<file path="src/hw/rtl/aelv_pkg.sv">
// Shared types and constants for the ADSR envelope level pipeline.
// No dependencies; every other file imports this package.
package aelv_pkg;

  localparam int REG_W      = 24;  // width of a length register
  localparam int DEN_W      = 27;  // divisor width, holds 5 * 24-bit length
  localparam int NUM_W      = 42;  // dividend / remainder width
  localparam int Q_W        = 15;  // quotient and gain width
  localparam int DIV_STEPS  = 3;   // quotient bits resolved per divider stage
  localparam int DIV_STAGES = Q_W / DIV_STEPS;
  localparam int INDEX_BITS_DEF = 24;

  localparam logic [Q_W-1:0] UNITY_Q14 = 15'd16384;
  localparam logic [Q_W-1:0] PEAK_Q14  = 15'd19661;

  typedef enum logic [1:0] {
    REG_ATTACK  = 2'd0,
    REG_DECAY   = 2'd1,
    REG_RELEASE = 2'd2
  } reg_index_t;

  typedef enum logic [2:0] {
    KIND_ATTACK,
    KIND_DECAY,
    KIND_SUSTAIN,
    KIND_RELEASE,
    KIND_ZERO
  } kind_t;

  // Beat leaving the phase stage
  typedef struct packed {
    logic               valid;
    kind_t              kind;
    logic [REG_W-1:0]   operand;
    logic [DEN_W-1:0]   den;
  } phase_beat_t;

  // Beat travelling through the divider stages
  typedef struct packed {
    logic               valid;
    kind_t              kind;
    logic [NUM_W-1:0]   rem;
    logic [DEN_W-1:0]   den;
    logic [Q_W-1:0]     quo;
  } div_beat_t;

endpackage

</file>
<file path="src/hw/rtl/adsr_envelope_level.sv">
// ADSR envelope level: one beat in per cycle on start, gain on the result
// ports with gain_valid high for one cycle; busy is always low. A beat
// passes through the input register, phase stage, dividend stage, five
// divider stages of three quotient bits each and the output register.
// The receiver cannot stall, so results must be taken as they appear.
// Depends on aelv_pkg, aelv_phase and aelv_div_step.
module adsr_envelope_level import aelv_pkg::*; #(
  parameter int INDEX_BITS = INDEX_BITS_DEF
) (
  input  logic                  clk,
  input  logic                  rst,
  input  logic                  start,
  output logic                  busy,
  input  logic [INDEX_BITS-1:0] sample_index,
  input  logic [INDEX_BITS-1:0] note_len,
  input  logic                  wr_en,
  input  logic [1:0]            wr_index,
  input  logic [REG_W-1:0]      wr_data,
  output logic                  gain_valid,
  output logic [Q_W-1:0]        gain
);

  logic [REG_W-1:0]      attack_len, decay_len, release_len;
  logic                  in_valid;
  logic [INDEX_BITS-1:0] x_q, len_q;
  phase_beat_t           ph;
  div_beat_t             num_beat, num_next;
  div_beat_t             chain [DIV_STAGES+1];
  logic [Q_W-1:0]        gain_next;

  assign busy = 1'b0;

  // Hold the length registers
  always_ff @(posedge clk) begin
    if (rst) begin
      attack_len  <= '0;
      decay_len   <= '0;
      release_len <= '0;
    end else if (wr_en) begin
      case (reg_index_t'(wr_index))
        REG_ATTACK:  attack_len  <= wr_data;
        REG_DECAY:   decay_len   <= wr_data;
        REG_RELEASE: release_len <= wr_data;
        default: ;
      endcase
    end
  end

  // Register the input beat
  always_ff @(posedge clk) begin
    x_q   <= sample_index;
    len_q <= note_len;
    if (rst) begin
      in_valid <= 1'b0;
    end else begin
      in_valid <= start && !busy;
    end
  end

  aelv_phase #(.INDEX_BITS(INDEX_BITS)) u_phase (
    .clk         (clk),
    .rst         (rst),
    .in_valid    (in_valid),
    .x           (x_q),
    .len         (len_q),
    .attack_len  (attack_len),
    .decay_len   (decay_len),
    .release_len (release_len),
    .beat        (ph)
  );

  // Build the dividend: attack scales by 98304, others by 16384
  always_comb begin
    num_next.valid = ph.valid;
    num_next.kind  = ph.kind;
    num_next.den   = ph.den;
    num_next.quo   = '0;
    if (ph.kind == KIND_ATTACK) begin
      num_next.rem = (NUM_W'(ph.operand) << 16) + (NUM_W'(ph.operand) << 15);
    end else begin
      num_next.rem = NUM_W'(ph.operand) << 14;
    end
  end

  always_ff @(posedge clk) begin
    if (rst) begin
      num_beat <= '0;
    end else begin
      num_beat <= num_next;
    end
  end

  assign chain[0] = num_beat;

  for (genvar s = 0; s < DIV_STAGES; s++) begin : g_div
    aelv_div_step #(.STAGE(s)) u_step (
      .clk      (clk),
      .rst      (rst),
      .in_beat  (chain[s]),
      .out_beat (chain[s+1])
    );
  end

  // Turn the quotient into a gain
  always_comb begin
    case (chain[DIV_STAGES].kind)
      KIND_ATTACK:  gain_next = chain[DIV_STAGES].quo;
      KIND_DECAY:   gain_next = PEAK_Q14 - chain[DIV_STAGES].quo;
      KIND_SUSTAIN: gain_next = UNITY_Q14;
      KIND_RELEASE: gain_next = UNITY_Q14 - chain[DIV_STAGES].quo;
      default:      gain_next = '0;
    endcase
  end

  always_ff @(posedge clk) begin
    gain <= gain_next;
    if (rst) begin
      gain_valid <= 1'b0;
    end else begin
      gain_valid <= chain[DIV_STAGES].valid;
    end
  end

endmodule

</file>
<file path="src/hw/rtl/aelv_phase.sv">
// Phase select stage: picks attack, decay, sustain, release or zero and sets up
// the division operands. Depends on aelv_pkg.
module aelv_phase import aelv_pkg::*; #(
  parameter int INDEX_BITS = INDEX_BITS_DEF
) (
  input  logic                  clk,
  input  logic                  rst,
  input  logic                  in_valid,
  input  logic [INDEX_BITS-1:0] x,
  input  logic [INDEX_BITS-1:0] len,
  input  logic [REG_W-1:0]      attack_len,
  input  logic [REG_W-1:0]      decay_len,
  input  logic [REG_W-1:0]      release_len,
  output phase_beat_t           beat
);

  localparam int CW = ((INDEX_BITS > REG_W) ? INDEX_BITS : REG_W) + 1;

  logic [CW-1:0] xe, le, ae, de, re, ad, xr, e, dx;
  phase_beat_t   beat_next;

  // Widen everything so no sum wraps
  always_comb begin
    xe = CW'(x);
    le = CW'(len);
    ae = CW'(attack_len);
    de = CW'(decay_len);
    re = CW'(release_len);
    ad = ae + de;
    xr = xe + re;
    e  = xr - le;
    dx = xe - ae;
  end

  // Test phases in order and pick operand and divisor
  always_comb begin
    beat_next.valid   = in_valid;
    beat_next.kind    = KIND_ZERO;
    beat_next.operand = '0;
    beat_next.den     = DEN_W'(release_len);
    if (xe < ae) begin
      beat_next.kind    = KIND_ATTACK;
      beat_next.operand = xe[REG_W-1:0];
      beat_next.den     = {3'b000, attack_len} + {1'b0, attack_len, 2'b00};
    end else if (xe < ad) begin
      beat_next.kind    = KIND_DECAY;
      beat_next.operand = dx[REG_W-1:0];
      beat_next.den     = {3'b000, decay_len} + {1'b0, decay_len, 2'b00};
    end else if (xr < le) begin
      beat_next.kind    = KIND_SUSTAIN;
    end else if (release_len != '0 && xe < le) begin
      beat_next.kind    = KIND_RELEASE;
      beat_next.operand = e[REG_W-1:0];
    end
  end

  always_ff @(posedge clk) begin
    if (rst) begin
      beat <= '0;
    end else begin
      beat <= beat_next;
    end
  end

endmodule

</file>
<file path="src/hw/rtl/aelv_div_step.sv">
// One restoring-division stage: resolves DIV_STEPS quotient bits, MSB first.
// Depends on aelv_pkg.
module aelv_div_step import aelv_pkg::*; #(
  parameter int STAGE = 0
) (
  input  logic      clk,
  input  logic      rst,
  input  div_beat_t in_beat,
  output div_beat_t out_beat
);

  localparam int HI = Q_W - 1 - STAGE * DIV_STEPS;

  div_beat_t     beat_next;
  logic [NUM_W-1:0] trial;

  // Subtract the shifted divisor where it fits
  always_comb begin
    beat_next = in_beat;
    trial     = '0;
    for (int i = 0; i < DIV_STEPS; i++) begin
      trial = NUM_W'(in_beat.den) << (HI - i);
      if (beat_next.rem >= trial) begin
        beat_next.rem          = beat_next.rem - trial;
        beat_next.quo[HI - i]  = 1'b1;
      end
    end
  end

  always_ff @(posedge clk) begin
    if (rst) begin
      out_beat <= '0;
    end else begin
      out_beat <= beat_next;
    end
  end

endmodule

</file>
<file path="config.mk">
export PLATFORM = sky130hd
export DESIGN_NAME = adsr_envelope_level
export DESIGN_NICKNAME = d
export VERILOG_FILES = /design/src/hw/rtl/aelv_pkg.sv /design/src/hw/rtl/adsr_envelope_level.sv /design/src/hw/rtl/aelv_phase.sv /design/src/hw/rtl/aelv_div_step.sv
export SDC_FILE = /design/constraint.sdc
export NUM_CORES = 2
export LEC_CHECK = 0
export ABC_AREA = 1
export ABC_CLOCK_PERIOD_IN_PS = 6700
export BUFFER_PORTS_ARGS = -buffer_cell sky130_fd_sc_hd__buf_2
export CORE_MARGIN = 5
export CORE_UTILIZATION = 55
export CTS_BUF_LIST = sky130_fd_sc_hd__clkbuf_8 sky130_fd_sc_hd__clkbuf_16
export DETAILED_ROUTE_END_ITERATION = 12
export HOLD_SLACK_MARGIN = 0.06
export PLACE_DENSITY = 0.84
export SLEW_MARGIN = 20
export SYNTH_ARGS = -nofsm -noshare
export SYNTH_HDL_FRONTEND = slang
export SYNTH_SLANG_ARGS = --single-unit
</file>
<file path="constraint.sdc">
create_clock -name clk -period 6.7 [get_ports clk]
set_input_delay 0.67 -clock clk [delete_from_list [all_inputs] [get_ports clk]]
set_output_delay 0.67 -clock clk [all_outputs]
set_load 0.005 [all_outputs]
</file>
==> flow_summary_export.csv <==
group,metric,value,unit
outcome,status,"finished, violations left",
outcome,violations,"setup timing",
global_route,grt_antenna_before_repair,6,
cts,cts_htree_levels,3,
cts,clkLatencyLatePin,0.69,ns
cts,clk_path_buf_depth,3,
global_route,track_usage,0.3838,
floorplan,rows,115,
critical_path,cpMostUsedCell,"nand2_1",
timing,hold_viol_final,0,
critical_path,worstPathMaxFanout,8,
detailed_routing,drt_iter0_markers,7484,
place,pre_cts_slack,-0.6930,ns
timing,setup_viol,59,
place,gp_congestion,1.061,
timing,finalCritPeriodShare,1.038,
yosys,avgSynthCellArea,6.264,sq um
floorplan,start_util,0.5527,
hold_path,holdPathStages,1,
cts,clock-sinks,561,
critical_path,cp-end-kind,"flip-flop",
timing,maxSlewViolCount,0,
critical_path,cp_slowest_cell,"or3_4",
yosys,syn_inst,8671,
floorplan,fp.dieH,324.3,microns
critical_path,max_stage_delay,0.40,ns
yosys,synth_edf_count,0,
finish,stdcell_count,11420,
timing,setup_tns,-5.959,ns
yosys,synth.distinct_cells,69,
timing,tightest_slew,1.040,ns
critical_path,reg2regPathDepth,48,
detailed_routing,post_drt_wl_per_cell,20.10,microns
cts,cts_buffers,68,
global_route,grt_pass1_wl,324100,microns
floorplan,die_w,324.3,microns
finish,seq_area,0.01126,sq mm
yosys,syn-num-nets,9371,
place,dp_cells,11160,
place,io_buffers,93,
global_route,grt_pass1_vias,61950,
floorplan,coreArea,0.09828,sq mm
cts,cts_tree,"done",
cts,clock-root-buffer,"clkbuf_16",
yosys,synth_top_area_share,0.2068,
timing,rsz0062_at_grt,"true",
detailed_routing,drt_drc_violations_left,0,
detailed_routing,vias,67350,
timing,skew,0.04467,ns
finish,drive_above_1_share,0.2553,
yosys,ys_top_cells_by_area,"dfxtp_1 (21%), nand2_1 (15%), ha_1 (14%)",
detailed_routing,first_pass_iters,7,
yosys,ys_seq_elements,561,
floorplan,dieArea,0.1051,sq mm
global_route,grt_max_degree,106,
cts,ctsHoldBuffers,0,
finish,syn2layout_area_growth,36.40,%
detailed_routing,routed_wl,229500,microns
critical_path,worstPathArrival,7.52,ns
timing,setup_ws,-0.2523,ns
yosys,netlist_area,0.05432,sq mm
yosys,synth.most_common_cell,"nand2_1",
floorplan,io-pin-count,95,
global_route,overflow,0,
critical_path,start_kind,"flip-flop",
timing,period_minus_slack,6.952,ns
finish,nets,10780,
detailed_routing,ant_nets,0,
timing,max_freq,143.8,MHz
detailed_routing,viasPerCell,5.897,
yosys,synth-main-ff-cell,"dfxtp_1",
yosys,ys_seq_area_frac,0.2068,
timing,relSlewSlack,0.3069,
finish,multi_input_area,0.04210,sq mm
yosys,synth.top_cells.by_count,"nand2_1 (2108), inv_1 (1185), nor2_1 (992), a21oi_1 (716), o21ai_0 (684)",
cts,path_clk_slew,0.06,ns
flow_run,drv_cap,0,
critical_path,critical_path_class,"reg -> reg",
yosys,yosysWarningCount,0,
yosys,synth_top_area_cell,"dfxtp_1",
finish,nFillCells,7274,
hold_path,min_path_type,"in -> reg",
yosys,async_flop_share,0,
place,dpl.hpwl,169000,microns
critical_path,cp_data_required_time,7.26,ns
-- cells by family (layout without fill, tap and decap cells) --
family	Yosys count	after routing	synth area share
and+or+nand+nor	3899	3899	0.2991
buffers and inverters	1389	2849	0.09832
adders and majority gates	622	622	0.1451
AOI/OAI and AO/OA	1704	1704	0.1708
xor gates and xnor gates	495	495	0.07982
DFF	561	561	0.2068
other	1	4	0.00006904
-- placed cells by master, fill, tap and decap left out, types with 13 or more instances in the layout --
cell / instances
a31oi_1: 33
nand2_1: 1950
nor2_2: 98
o21a_1: 26
nand3_2: 51
a21boi_0: 24
nor3_1: 59
buf_12: 27
xnor2_1: 249
nand2_4: 31
o21bai_1: 37
nand3_1: 363
nor2_1: 894
xor2_1: 237
dfxtp_1: 538
a21oi_2: 100
a21oi_1: 610
ha_1: 470
nor4_1: 20
nand4_1: 129
a21o_1: 32
nand3b_1: 22
dfxtp_2: 22
or2_2: 35
nor2_4: 36
clkbuf_16: 85
o21ai_0: 500
o21ai_4: 13
ha_4: 127
a211oi_1: 13
o21ai_1: 95
buf_6: 25
o211ai_1: 32
buf_2: 92
buf_4: 1338
o21ai_2: 86
inv_2: 71
inv_1: 1127
nand2_2: 147
-- sequential cells by signal (all words and copies together) (netlist names) --
signal                 flops
in_valid                   1
release_len               24
x_q                       24
chain                     58
gain                      15
gain_valid                 1
len_q                     24
g_div.u_step.out_beat    311
attack_len                24
decay_len                 24
u_phase.beat              55
-- per-stage QoR --
stage,utilization,cell area (sq um),hold WS (ns)
2_1_floorplan,-,54400,0.3883
3_3_place_gp,0.6665,65500,0.3894
3_5_place_dp,0.6665,65500,0.3935
4_1_cts,0.7037,69150,0.07175
5_1_grt,0.7538,74080,0.09536
6_report,0.7539,74090,0.09689
-- path summary, 6_finish.rpt --
path                                              startpoint                           end  slack (ns)
worst max register to register                    chain[496]  g_div[0].u_step.out_beat[62]       -0.25
worst min register to register  g_div[3].u_step.out_beat[12]  g_div[4].u_step.out_beat[12]        0.38
worst min-delay path                        sample_index[17]                       x_q[17]         0.1
worst max-delay path                              chain[496]  g_div[0].u_step.out_beat[62]       -0.25
-- timing repair --
action	4_1_cts	5_1_grt
pin swaps	56	284
gates cloned	6	21
setup endpoints to repair	142	152
resized for setup	239	959
setup buffers	41	84
-- metal layers --
layer  part of all wire  wire length, microns  track usage  vias up
li1                   -                     -            -    31180
met1               0.37                 85250       0.4666    30750
met2               0.44                101000       0.6303     4105
met3               0.11                 24940      0.08604     1318
met4              0.080                 18310       0.2156        6
met5            0.00030                    70            0        -
-- worst max-delay path, delay by kind of cell, from the launching register on --
kind | cells | cell delay (ns)
compound gates | 7 | 1.13
fa+ha+maj | 4 | 1.16
flops | 1 | 0.33
simple gates | 26 | 2.87
buf+inv | 11 | 1.33
-- area by class of cell --
class,count,share of cell area
inverters,1214,0.06266
clock buffers,76,0.02445
repair buffers,1510,0.1618
diodes,3,0.0001013
repair inverters,3,0.0005573
multi-input cells,6721,0.5683
clock inverters,46,0.008444
flip-flops and latches,561,0.1520
well taps,1287,0.02174
Power is left out: the tool's default activity adds up to more than one toggle a clock period on the data nets, which glitch-free logic cannot reach.
